### src/rtl/lofb_pkg.sv
package lofb_pkg;

    localparam int FADE_FRAC_BITS = 16;

    localparam int FRAME_W = 32;
    localparam int PIX_W   = 8;
    localparam int DEN_W   = 16;
    localparam int NUM_CH  = 3;

    // fade factor k runs up to 1.0 inclusive
    localparam int K_W     = FADE_FRAC_BITS + 1;
    localparam int REM_W   = DEN_W + 1;

    // request edge to result-accept edge: two front stages, one divider stage
    // per quotient bit, four back stages
    localparam int LATENCY = K_W + 6;

    localparam int CFG_IDX_W  = 3;
    localparam int CFG_DATA_W = 32;

    localparam logic [CFG_IDX_W-1:0] CFG_RANGE_START     = 3'd0;
    localparam logic [CFG_IDX_W-1:0] CFG_RANGE_END       = 3'd1;
    localparam logic [CFG_IDX_W-1:0] CFG_FADE_IN_FRAMES  = 3'd2;
    localparam logic [CFG_IDX_W-1:0] CFG_FADE_OUT_FRAMES = 3'd3;
    localparam logic [CFG_IDX_W-1:0] CFG_SWAP_RED_BLUE   = 3'd4;
    localparam logic [CFG_IDX_W-1:0] CFG_YUV_MODE        = 3'd5;
    localparam logic [CFG_IDX_W-1:0] CFG_GRAY_ONLY       = 3'd6;

    localparam logic [PIX_W-1:0] PIX_MAX = 8'd255;

    typedef struct packed {
        logic [NUM_CH-1:0][PIX_W-1:0] v;
        logic [NUM_CH-1:0][PIX_W-1:0] l;
        logic [PIX_W-1:0]             op;
        logic                         site;
        logic                         in_range;
        logic                         fade;
    } t_pix;

endpackage

### src/rtl/lofb_div.sv
module lofb_div (
    input  logic                              i_clk,
    input  logic                              i_rst_n,
    input  logic                              i_valid,
    input  logic [lofb_pkg::DEN_W-1:0]        i_num,
    input  logic [lofb_pkg::DEN_W-1:0]        i_den,
    input  lofb_pkg::t_pix                    i_side,
    output logic                              o_valid,
    output logic [lofb_pkg::K_W-1:0]          o_quo,
    output lofb_pkg::t_pix                    o_side
);

    localparam int K_W   = lofb_pkg::K_W;
    localparam int REM_W = lofb_pkg::REM_W;
    localparam int DEN_W = lofb_pkg::DEN_W;

    // restoring divider, one quotient bit per stage, MSB first;
    // num <= den so the top quotient bit is the integer part
    logic [K_W-1:0]              r_valid;
    logic [K_W-1:0][REM_W-1:0]   r_rem;
    logic [K_W-1:0][DEN_W-1:0]   r_den;
    logic [K_W-1:0][K_W-1:0]     r_quo;
    lofb_pkg::t_pix [K_W-1:0]    r_side;

    for (genvar s = 0; s < K_W; s++) begin : g_stage
        logic [REM_W-1:0]  w_rem;
        logic [DEN_W-1:0]  w_den;
        logic [K_W-1:0]    w_quo;
        logic              w_vld;
        lofb_pkg::t_pix    w_side;
        logic              w_ge;
        logic [REM_W-1:0]  w_diff;

        if (s == 0) begin : g_first
            assign w_rem  = {1'b0, i_num};
            assign w_den  = i_den;
            assign w_quo  = '0;
            assign w_vld  = i_valid;
            assign w_side = i_side;
        end else begin : g_next
            assign w_rem  = r_rem[s-1];
            assign w_den  = r_den[s-1];
            assign w_quo  = r_quo[s-1];
            assign w_vld  = r_valid[s-1];
            assign w_side = r_side[s-1];
        end

        assign w_ge   = (w_rem >= {1'b0, w_den});
        assign w_diff = w_ge ? (w_rem - {1'b0, w_den}) : w_rem;

        always_ff @(posedge i_clk) begin
            if (!i_rst_n) begin
                r_valid[s] <= 1'b0;
            end else begin
                r_valid[s] <= w_vld;
            end
            r_rem[s]  <= {w_diff[REM_W-2:0], 1'b0};
            r_den[s]  <= w_den;
            r_quo[s]  <= w_quo | (K_W'(w_ge) << (K_W - 1 - s));
            r_side[s] <= w_side;
        end
    end

    assign o_valid = r_valid[K_W-1];
    assign o_quo   = r_quo[K_W-1];
    assign o_side  = r_side[K_W-1];

endmodule

### src/rtl/logo_overlay_fade_blender_core.sv
// Logo overlay blender with fade ramp, one pixel of the overlay area per request.
//
// Request channel: drive the frame number, the video and logo channel bytes,
// the logo opacity and the chroma-site flag, and raise start. The request is
// taken at a rising edge where start is high and busy is low. busy is only
// high while in reset and for the cycle after it, so a request can be taken
// on every clock.
// Result channel: o_strobe is high for one cycle with o_out_c0..2 and
// o_was_changed; results come back in request order.
// The receiver cannot stall; nothing here waits on it.
// Latency is set by the fade-factor divider, which resolves one quotient bit
// per stage (FADE_FRAC_BITS + 1 stages), plus two front stages for the range
// and ramp decode and four back stages for opacity, multiply and the /255.
// Throughput: one pixel per clock.
// Configuration: i_cfg_we / i_cfg_idx / i_cfg_wdata write one register per
// clock; change it only while no pixels are in flight.
// Reset (synchronous, active low) empties the pipeline and restores the
// register defaults: full frame range, no ramps, RGB, no swap.
module logo_overlay_fade_blender_core (
    input  logic                                   i_clk,
    input  logic                                   i_rst_n,
    input  logic                                   start,
    output logic                                   busy,
    input  logic [lofb_pkg::FRAME_W-1:0]           i_frame_number,
    input  logic [lofb_pkg::PIX_W-1:0]             i_video_c0,
    input  logic [lofb_pkg::PIX_W-1:0]             i_video_c1,
    input  logic [lofb_pkg::PIX_W-1:0]             i_video_c2,
    input  logic [lofb_pkg::PIX_W-1:0]             i_logo_c0,
    input  logic [lofb_pkg::PIX_W-1:0]             i_logo_c1,
    input  logic [lofb_pkg::PIX_W-1:0]             i_logo_c2,
    input  logic [lofb_pkg::PIX_W-1:0]             i_logo_opacity,
    input  logic                                   i_chroma_site,
    input  logic                                   i_cfg_we,
    input  logic [lofb_pkg::CFG_IDX_W-1:0]         i_cfg_idx,
    input  logic [lofb_pkg::CFG_DATA_W-1:0]        i_cfg_wdata,
    output logic                                   o_strobe,
    output logic [lofb_pkg::PIX_W-1:0]             o_out_c0,
    output logic [lofb_pkg::PIX_W-1:0]             o_out_c1,
    output logic [lofb_pkg::PIX_W-1:0]             o_out_c2,
    output logic                                   o_was_changed
);

    localparam int FRAME_W = lofb_pkg::FRAME_W;
    localparam int PIX_W   = lofb_pkg::PIX_W;
    localparam int DEN_W   = lofb_pkg::DEN_W;
    localparam int K_W     = lofb_pkg::K_W;
    localparam int NUM_CH  = lofb_pkg::NUM_CH;
    localparam int PROD_W  = PIX_W + K_W;
    localparam int MUL_W   = 2 * PIX_W;

    // exact floor(x / 255) for x up to 255 * 255
    function automatic logic [PIX_W-1:0] div255(input logic [MUL_W-1:0] x);
        logic [MUL_W:0] t;
        t = {1'b0, x} + (MUL_W+1)'(1);
        t = t + (t >> PIX_W);
        return t[MUL_W-1:PIX_W];
    endfunction

    // ---------------- configuration ----------------
    logic [FRAME_W-1:0] r_range_start;
    logic [FRAME_W-1:0] r_range_end;
    logic [DEN_W-1:0]   r_fade_in;
    logic [DEN_W-1:0]   r_fade_out;
    logic               r_swap;
    logic               r_yuv;
    logic               r_gray;
    logic               r_busy;

    always_ff @(posedge i_clk) begin
        if (!i_rst_n) begin
            r_range_start <= '0;
            r_range_end   <= '1;
            r_fade_in     <= '0;
            r_fade_out    <= '0;
            r_swap        <= 1'b0;
            r_yuv         <= 1'b0;
            r_gray        <= 1'b0;
            r_busy        <= 1'b1;
        end else begin
            r_busy <= 1'b0;
            if (i_cfg_we) begin
                unique case (i_cfg_idx)
                    lofb_pkg::CFG_RANGE_START:     r_range_start <= i_cfg_wdata;
                    lofb_pkg::CFG_RANGE_END:       r_range_end   <= i_cfg_wdata;
                    lofb_pkg::CFG_FADE_IN_FRAMES:  r_fade_in     <= i_cfg_wdata[DEN_W-1:0];
                    lofb_pkg::CFG_FADE_OUT_FRAMES: r_fade_out    <= i_cfg_wdata[DEN_W-1:0];
                    lofb_pkg::CFG_SWAP_RED_BLUE:   r_swap        <= i_cfg_wdata[0];
                    lofb_pkg::CFG_YUV_MODE:        r_yuv         <= i_cfg_wdata[0];
                    lofb_pkg::CFG_GRAY_ONLY:       r_gray        <= i_cfg_wdata[0];
                    default: ;
                endcase
            end
        end
    end

    assign busy = r_busy;

    logic w_accept;
    assign w_accept = start && !r_busy;

    // ---------------- stage 1: range check ----------------
    lofb_pkg::t_pix     n_s1_pix;
    logic               w_swap_eff;
    logic               r_s1_valid;
    lofb_pkg::t_pix     r_s1_pix;
    logic [FRAME_W-1:0] r_s1_from_start;
    logic [FRAME_W-1:0] r_s1_to_end;

    assign w_swap_eff = r_swap && !r_yuv;

    always_comb begin
        n_s1_pix.v[0]    = i_video_c0;
        n_s1_pix.v[1]    = i_video_c1;
        n_s1_pix.v[2]    = i_video_c2;
        n_s1_pix.l[0]    = w_swap_eff ? i_logo_c2 : i_logo_c0;
        n_s1_pix.l[1]    = i_logo_c1;
        n_s1_pix.l[2]    = w_swap_eff ? i_logo_c0 : i_logo_c2;
        n_s1_pix.op      = i_logo_opacity;
        n_s1_pix.site    = i_chroma_site;
        n_s1_pix.in_range = (i_frame_number >= r_range_start) &&
                            (i_frame_number <= r_range_end);
        n_s1_pix.fade    = 1'b0;
    end

    always_ff @(posedge i_clk) begin
        if (!i_rst_n) begin
            r_s1_valid <= 1'b0;
        end else begin
            r_s1_valid <= w_accept;
        end
        r_s1_pix        <= n_s1_pix;
        r_s1_from_start <= i_frame_number - r_range_start;
        r_s1_to_end     <= r_range_end - i_frame_number;
    end

    // ---------------- stage 2: ramp select ----------------
    logic               w_fin_hit;
    logic               w_fout_hit;
    logic [DEN_W-1:0]   n_s2_num;
    logic [DEN_W-1:0]   n_s2_den;
    lofb_pkg::t_pix     n_s2_pix;
    logic               r_s2_valid;
    logic [DEN_W-1:0]   r_s2_num;
    logic [DEN_W-1:0]   r_s2_den;
    lofb_pkg::t_pix     r_s2_pix;

    assign w_fin_hit  = (r_s1_from_start[FRAME_W-1:DEN_W] == '0) &&
                        (r_s1_from_start[DEN_W-1:0] < r_fade_in);
    assign w_fout_hit = (r_s1_to_end[FRAME_W-1:DEN_W] == '0) &&
                        (r_s1_to_end[DEN_W-1:0] < r_fade_out);

    // fade-in takes priority when both ramps cover the frame
    always_comb begin
        n_s2_pix = r_s1_pix;
        if (w_fin_hit) begin
            n_s2_num = r_fade_in - r_s1_from_start[DEN_W-1:0];
            n_s2_den = r_fade_in;
        end else if (w_fout_hit) begin
            n_s2_num = r_fade_out - r_s1_to_end[DEN_W-1:0];
            n_s2_den = r_fade_out;
        end else begin
            n_s2_num = '0;
            n_s2_den = '0;
        end
        n_s2_pix.fade = r_s1_pix.in_range && (w_fin_hit || w_fout_hit);
    end

    always_ff @(posedge i_clk) begin
        if (!i_rst_n) begin
            r_s2_valid <= 1'b0;
        end else begin
            r_s2_valid <= r_s1_valid;
        end
        r_s2_num <= n_s2_num;
        r_s2_den <= n_s2_den;
        r_s2_pix <= n_s2_pix;
    end

    // ---------------- fade factor k = num * 2^F / den ----------------
    logic               w_div_valid;
    logic [K_W-1:0]     w_div_k;
    lofb_pkg::t_pix     w_div_pix;

    lofb_div u_div (
        .i_clk   (i_clk),
        .i_rst_n (i_rst_n),
        .i_valid (r_s2_valid),
        .i_num   (r_s2_num),
        .i_den   (r_s2_den),
        .i_side  (r_s2_pix),
        .o_valid (w_div_valid),
        .o_quo   (w_div_k),
        .o_side  (w_div_pix)
    );

    // ---------------- stage A: opacity increment ----------------
    logic [PROD_W-1:0]  w_inc_prod;
    logic               r_sa_valid;
    logic [PIX_W:0]     r_sa_inc;
    lofb_pkg::t_pix     r_sa_pix;

    assign w_inc_prod = PROD_W'(lofb_pkg::PIX_MAX - w_div_pix.op) * PROD_W'(w_div_k);

    always_ff @(posedge i_clk) begin
        if (!i_rst_n) begin
            r_sa_valid <= 1'b0;
        end else begin
            r_sa_valid <= w_div_valid;
        end
        r_sa_inc <= w_div_pix.fade ? w_inc_prod[lofb_pkg::FADE_FRAC_BITS +: PIX_W+1] : '0;
        r_sa_pix <= w_div_pix;
    end

    // ---------------- stage C: effective opacity, channel enables ----------------
    logic [PIX_W:0]     w_op_sum;
    logic [PIX_W-1:0]   w_op_eff;
    logic               w_chg;
    logic               r_sc_valid;
    logic [PIX_W-1:0]   r_sc_op;
    logic               r_sc_chg;
    logic               r_sc_t12;
    lofb_pkg::t_pix     r_sc_pix;

    assign w_op_sum = {1'b0, r_sa_pix.op} + r_sa_inc;
    assign w_op_eff = w_op_sum[PIX_W] ? lofb_pkg::PIX_MAX : w_op_sum[PIX_W-1:0];
    assign w_chg    = r_sa_pix.in_range && (w_op_eff != lofb_pkg::PIX_MAX);

    always_ff @(posedge i_clk) begin
        if (!i_rst_n) begin
            r_sc_valid <= 1'b0;
        end else begin
            r_sc_valid <= r_sa_valid;
        end
        r_sc_op  <= w_op_eff;
        r_sc_chg <= w_chg;
        // in YUV, chroma only at chroma sites and never with grayout
        r_sc_t12 <= w_chg && (!r_yuv || (!r_gray && r_sa_pix.site));
        r_sc_pix <= r_sa_pix;
    end

    // ---------------- stage D: weight products ----------------
    logic [NUM_CH-1:0][MUL_W-1:0] r_sd_pv;
    logic [NUM_CH-1:0][MUL_W-1:0] r_sd_pl;
    logic [NUM_CH-1:0][PIX_W-1:0] r_sd_v;
    logic [NUM_CH-1:0][PIX_W-1:0] r_sd_l;
    logic                         r_sd_valid;
    logic                         r_sd_zero;
    logic                         r_sd_chg;
    logic                         r_sd_t12;
    logic [PIX_W-1:0]             w_op_inv;

    assign w_op_inv = lofb_pkg::PIX_MAX - r_sc_op;

    always_ff @(posedge i_clk) begin
        if (!i_rst_n) begin
            r_sd_valid <= 1'b0;
        end else begin
            r_sd_valid <= r_sc_valid;
        end
        for (int c = 0; c < NUM_CH; c++) begin
            r_sd_pv[c] <= MUL_W'(r_sc_pix.v[c]) * MUL_W'(r_sc_op);
            r_sd_pl[c] <= MUL_W'(r_sc_pix.l[c]) * MUL_W'(w_op_inv);
        end
        r_sd_v    <= r_sc_pix.v;
        r_sd_l    <= r_sc_pix.l;
        r_sd_zero <= (r_sc_op == '0);
        r_sd_chg  <= r_sc_chg;
        r_sd_t12  <= r_sc_t12;
    end

    // ---------------- stage E: /255, sum, select ----------------
    logic [NUM_CH-1:0][PIX_W-1:0] w_mix;
    logic [NUM_CH-1:0][PIX_W-1:0] n_out;
    logic [NUM_CH-1:0][PIX_W-1:0] r_out;
    logic                         r_out_valid;
    logic                         r_out_chg;

    always_comb begin
        for (int c = 0; c < NUM_CH; c++) begin
            w_mix[c] = r_sd_zero ? r_sd_l[c] : (div255(r_sd_pv[c]) + div255(r_sd_pl[c]));
            if ((c == 0) ? r_sd_chg : r_sd_t12) begin
                n_out[c] = w_mix[c];
            end else begin
                n_out[c] = r_sd_v[c];
            end
        end
    end

    always_ff @(posedge i_clk) begin
        if (!i_rst_n) begin
            r_out_valid <= 1'b0;
            r_out_chg   <= 1'b0;
        end else begin
            r_out_valid <= r_sd_valid;
            r_out_chg   <= r_sd_valid && r_sd_chg;
        end
        r_out <= n_out;
    end

    assign o_strobe      = r_out_valid;
    assign o_out_c0      = r_out[0];
    assign o_out_c1      = r_out[1];
    assign o_out_c2      = r_out[2];
    assign o_was_changed = r_out_chg;

endmodule

### config.mk
export PLATFORM = sky130hd
export DESIGN_NAME = logo_overlay_fade_blender_core
export DESIGN_NICKNAME = d
export VERILOG_FILES = /design/src/rtl/lofb_pkg.sv /design/src/rtl/lofb_div.sv /design/src/rtl/logo_overlay_fade_blender_core.sv
export SDC_FILE = /design/constraint.sdc
export NUM_CORES = 2
export LEC_CHECK = 0
export ABC_AREA = 1
export BUFFER_PORTS_ARGS = -buffer_cell sky130_fd_sc_hd__buf_4
export CORE_ASPECT_RATIO = 0.8
export CORE_MARGIN = 2
export CORE_UTILIZATION = 35
export CTS_CLUSTER_SIZE = 28
export DETAILED_ROUTE_END_ITERATION = 8
export GPL_ROUTABILITY_DRIVEN = 0
export PLACE_DENSITY = 0.61
export SLEW_MARGIN = 20
export SYNTH_ARGS = -nofsm -noshare
export SYNTH_HDL_FRONTEND = slang
export SYNTH_HIERARCHICAL = 1
export SYNTH_SLANG_ARGS = --single-unit
### constraint.sdc
create_clock -name i_clk -period 4.4 [get_ports i_clk]
set_input_delay 0.88 -clock i_clk [delete_from_list [all_inputs] [get_ports i_clk]]
set_output_delay 0.88 -clock i_clk [all_outputs]
set_load 0.01 [all_outputs]
---- Word level (Yosys, flattened, before mapping) ----
Index checks and enable logic that the tools add are counted.
word-level totals
  register bits ........................... 2,421
operators by class
  magnitude comparators ................... 21
  multiplexer cells ....................... 30
  bitwise logic cells ..................... 16
  multiply operators ...................... 7
  add/subtract/negate cells ............... 38
  equal/unequal tests ..................... 7
  reductions and logical operators ........ 26
operator list
  kind                                                             number
  16-bit two-way mux                                               20
  16-bit subtractor                                                18
  17-bit by 16-bit greater-or-equal comparator with 1-bit output   16
  16-bit by 1-bit adder with 17-bit output, second input constant  6
  16-bit by 9-bit adder with 16-bit output                         6
  8-bit by 8-bit multiplier with 16-bit output                     6
  8-bit two-way mux                                                9
  32-bit subtractor                                                2
  32-bit greater-or-equal comparator                               1
  32-bit <= comparator                                             1
  16-bit logical NOT                                               2
  16-bit less-than comparator                                      2
  9-bit by 18-bit multiplier with 25-bit output                    1
  8-bit adder                                                      3
  17-bit by 1-bit OR with 17-bit output                            1
  17-bit by 10-bit OR with 17-bit output                           1
  17-bit by 11-bit OR with 17-bit output                           1
  17-bit by 12-bit OR with 17-bit output                           1
  17-bit by 13-bit OR with 17-bit output                           1
  17-bit by 14-bit OR with 17-bit output                           1
  17-bit by 15-bit OR with 17-bit output                           1
  17-bit by 16-bit OR with 17-bit output                           1
  17-bit by 2-bit OR with 17-bit output                            1
  17-bit by 3-bit OR with 17-bit output                            1
  other kinds (21)                                                 42

---- Depth between registers and ports, before layout ----
  depth after elaboration ................. 5
  depth in mapped cells ................... 39
  depth with buffers taken out ............ 39

---- Cells and area by module ----
The synthesis kept the hierarchy.
modules (own cells, without submodules)
  module                          area an instance (um^2)  cells each  instances
  lofb_div                        54,984.0                 5,947       1
  logo_overlay_fade_blender_core  42,150.4                 5,294       1

---- Worst setup path before layout ----
No wires, ideal clock.
  kind .................................... register -> register
  start ................................... register r_sc_op[2]
  end ..................................... register r_sd_pl[15] (netlist name)
  data required time ...................... 4.278 ns
  stages on the path, launching flop included .. 23
  setup slack ............................. -0.192 ns
  arrival ................................. 4.470 ns
  cells stage by stage .................... dfxtp_1 -> clkbuf_1 -> inv_1 -> clkbuf_1 -> nand2_1 -> fa_1 -> fa_1 -> fa_1 -> inv_1 -> fa_1 -> ha_1 -> nand2_1 -> o21ai_0 -> a31oi_1 -> o21ai_0 -> a21oi_1 -> o21ai_0 -> nand2_1 -> inv_1 -> nor2_1 -> nor2_1 -> nor2_1 -> xor2_1
on the way
  cells in the longest elaborated chain, start to end .. 2
RTL lines
  element                                       RTL line                               RTL
  start: declaration                            logo_overlay_fade_blender_core.sv:219  logic [PIX_W-1:0] r_sc_op;
  start signal: assignment                      logo_overlay_fade_blender_core.sv:234  r_sc_op <= w_op_eff;
  8-bit subtractor                              logo_overlay_fade_blender_core.sv:252  assign w_op_inv = lofb_pkg::PIX_MAX - r_sc_op;
  8-bit by 8-bit multiplier with 16-bit output  logo_overlay_fade_blender_core.sv:262  r_sd_pl[c] <= MUL_W'(r_sc_pix.l[c]) * MUL_W'(w_op_inv);
  end signal: indexed assignment                logo_overlay_fade_blender_core.sv:262
  end: declaration                              logo_overlay_fade_blender_core.sv:243  logic [NUM_CH-1:0][MUL_W-1:0] r_sd_pl;
No other way between the ends.
A chain may end at the register's enable or synchronous reset.

---- Worst setup path in the final report ----
Ends and elaborated chain as after synthesis.

==> qor.txt <==
Syn Area/Cell: 8.64 um2
Critical path's largest stage delay: 580 ps
Slowest CP cell: fa_2
Overall Global Routing Usage: 0.154
Tot Pwr: 59.4 mW
Syn Std Cell Area: 97,100 um2
Final setup viols: 0
Critical path cell sequence: inv_4 > buf_6 > buf_6 > nand2_4 > fa_1 > fa_2 > inv_2 > fa_2 > fa_1 > ha_4 > a21oi_2 > inv_2 > a31oi_4 > o21ai_2 > a21oi_2 > o21ai_2 > nand2_1 > inv_2 > nor2_2 > nor2_1 > nor2_1 > xor2_1
Outcome: completed
Synth cell types: 70
Longest Clk Path Bufs: 4
Dpl hpwl: 171,000 um
Antenna viol nets, final: 0
Worst hold path class: in -> reg
FP Rows: 172
Most frequent cells after synthesis: nand2_1, dfxtp_1, inv_1, ha_1, nor2_1
Mapped Cells: 11,241
Worst-Margin Slew: 884 ps
Pleak: 56.3 nW
Post-synthesis register bit count: 2,301
Hold Crit Start: i_video_c1[2]
Htree depth: 4
Critical Path Source: r_sc_op[2]
Post-layout minimum cycle time: 4370 ps
Crit path launch type: register
Clock root buffer: clkbuf_16
DRC: 0
Post-synth EDFFs: 0
Relative slew slack: 0.410
Avg Vias per Cell: 4.42
IO Pins: 155
Filler instances: 27,083
Area of the die: 282,000 um2
Most frequent cell after synthesis: nand2_1
Slew Limit Fails: 0
CTS tree: built
Ys Warns: 6
Starting Density: 0.353
CP Class: reg -> reg
Clk_skew: 98.5 ps
Sequential fraction of the synthesis area: 0.474
Wire per inst: 14.1 um
Fraction of layout cells with a size suffix above 1: 0.116
Detailed Route WL: 220,000 um
Sum Neg Setup Slack: 0 ps
CP Data Arrival Time: 5120 ps
RSZ-0062 raised after global routing: true
Largest net degree at the start of global routing: 59
Async SR Flop Fraction: 0
Req. time, crit path: 5150 ps
DR iter-0 viols: 4,591
Initial antenna violation count: 14
Pwr/cell area: 523 nW/um2
Dominant synthesized flop cell: dfxtp_1
Clk_lat worst skew: 920 ps
Die height: 475 um
Clk pin slew, worst setup/hold paths: 70 ps
Final nets: 12,914
Cell mode on critical path: inv_2
Synth-to-Final Area Change: 17.0%
Worst Path Max Fanout: 4
Reg-to-Reg Start: r_sc_op[2]
GRT Residual Overflow: 0
Total number of vias: 68,931
# port buffers: 154
Cell taking the most area after synthesis: dfxtp_1
Placeable core area: 275,000 um2
Final hold vios: 0
Fmax: 0.229 GHz
First-pass GRT wire length: 349,000 um
Initial DRT Pass Iterations: 6
Synth top area share: 0.474
Number of global-route vias before repair: 65,355
Worst vdd ir: 0.416 mV
Fin crit share: 0.993
Mapped Nets: 12,405
CTS buffer count: 224
Dominant cells by area after synthesis: dfxtp_1, nand2_1, ha_1
Sink Count: 2,301
Max_cap viols: 0
Core Util, Final: 0.413
Worst setup EP type: register
Die Wd: 593 um
[report_power, final]
group | leakage (nW) | switching, mW | internal (mW)
combinational | 33.4 | 9.21 | 7.20
sequential | 19.1 | 0.807 | 22.3
clock | 3.76 | 8.15 | 11.8
total | 56.3 | 18.2 | 41.2
[metal layers]
metal | GRT usage | up-vias | wire (um)
met2 | 0.220 | 1746 | 86000
met4 | 0.0365 | 2 | 4540
met5 | 0 | - | 13
li1 | - | 35627 | -
met3 | 0.0287 | 311 | 14900
met1 | 0.235 | 31245 | 115000
[critical path: cells and delay by family (launching register included)]
kind            cells  cell delay, ps
flops               1             380
compound gates      5             660
xor+xnor            1             150
fa+ha+maj           5            2290
simple gates        5             370
buf+inv             6             450
[layout make-up]
class                      instances  area (um2)  share of cell area
sequential                      2301       46100               0.406
multi-input combinational       6779       44000               0.387
inverter                        1987        7500              0.0660
clock buffer                     293        6270              0.0552
tap                             3654        4570              0.0402
timing repair buffer             457        3660              0.0322
clock inverter                   112        1490              0.0131
antenna                            2        5.00           0.0000441
[cell families (layout without fill, tap and decap cells)]
family                     after synthesis  count (layout)  synth area share
AOI/OAI and AO/OA                      857             857            0.0477
other                                    0               2                 0
DFF                                   2301            2301             0.474
buffers and inverters                 2161            2849            0.0864
xor gates and xnor gates               362             362            0.0332
adders and majority gates             1036            1036             0.159
and+or+nand+nor                       4524            4524             0.200
[sequential cells by signal (all words and copies together) (netlist names), 24 cells and up]
register              flops
u_div/g_stage.w_side    944
u_div/g_stage.w_den     256
u_div/g_stage.w_rem     256
u_div/g_stage.w_quo     136
r_s2_pix                 59
u_div/o_side             59
n_s2_pix                 58
r_sa_pix                 58
r_sc_pix                 48
r_sd_pl                  48
r_sd_pv                  48
r_range_end              32
r_range_start            32
r_s1_from_start          32
r_s1_to_end              32
r_sd_l                   24
r_sd_v                   24
[metrics by stage]
step	hold slack, ps	worst slack (ps)	cell area [um2]	cells
after floorplan	310	-52.0	97100	11241
after global placement	310	-168	104000	15126
after detailed placement	312	-217	104000	15126
after CTS	0.928	6.77	112000	15546
after global routing	19.6	-167	114000	15584
final	89.7	31.7	114000	15585
[path summary, 6_finish.rpt]
check                                     to  slack, ps  cells past startpoint
worst max-delay path             r_sd_pl[15]         30                     22
worst max register to register   r_sd_pl[15]         30                     22
worst min-delay path            n_s2_pix[45]         90                      1
worst min register to register  r_sa_pix[41]        280                      0
[what timing repair did]
action	CTS	global route
endpoints found under the hold margin	9	0
buffers inserted	6	36
setup endpoints to repair	22	43
pin swaps	6	180
cloned	0	1
hold buffers	9	0
gates resized for setup	22	390
[placed cells by master, fill, tap and decap left out, types with 32 or more instances in the layout]
cell type	Yosys	final
clkbuf_16	0	227
xnor2_1	99	97
clkbuf_1	98	32
inv_1	1951	1913
nand3_2	31	39
dfxtp_2	0	35
a21oi_2	2	40
o21ai_0	237	207
fa_1	330	316
clkbuf_8	0	34
nand3_1	507	499
nor2_2	77	99
buf_4	5	412
nand3b_1	62	62
a21oi_1	460	419
o21ai_1	24	40
ha_4	0	34
inv_2	23	54
nand2_2	41	76
ha_1	706	666
xor2_1	259	244
nand2_1	2833	2795
nor2_1	646	615
nor3_1	54	49
nand4_1	114	114
and2_1	59	57
dfxtp_1	2301	2257
Note: power is estimated with default switching activity, not from simulation.
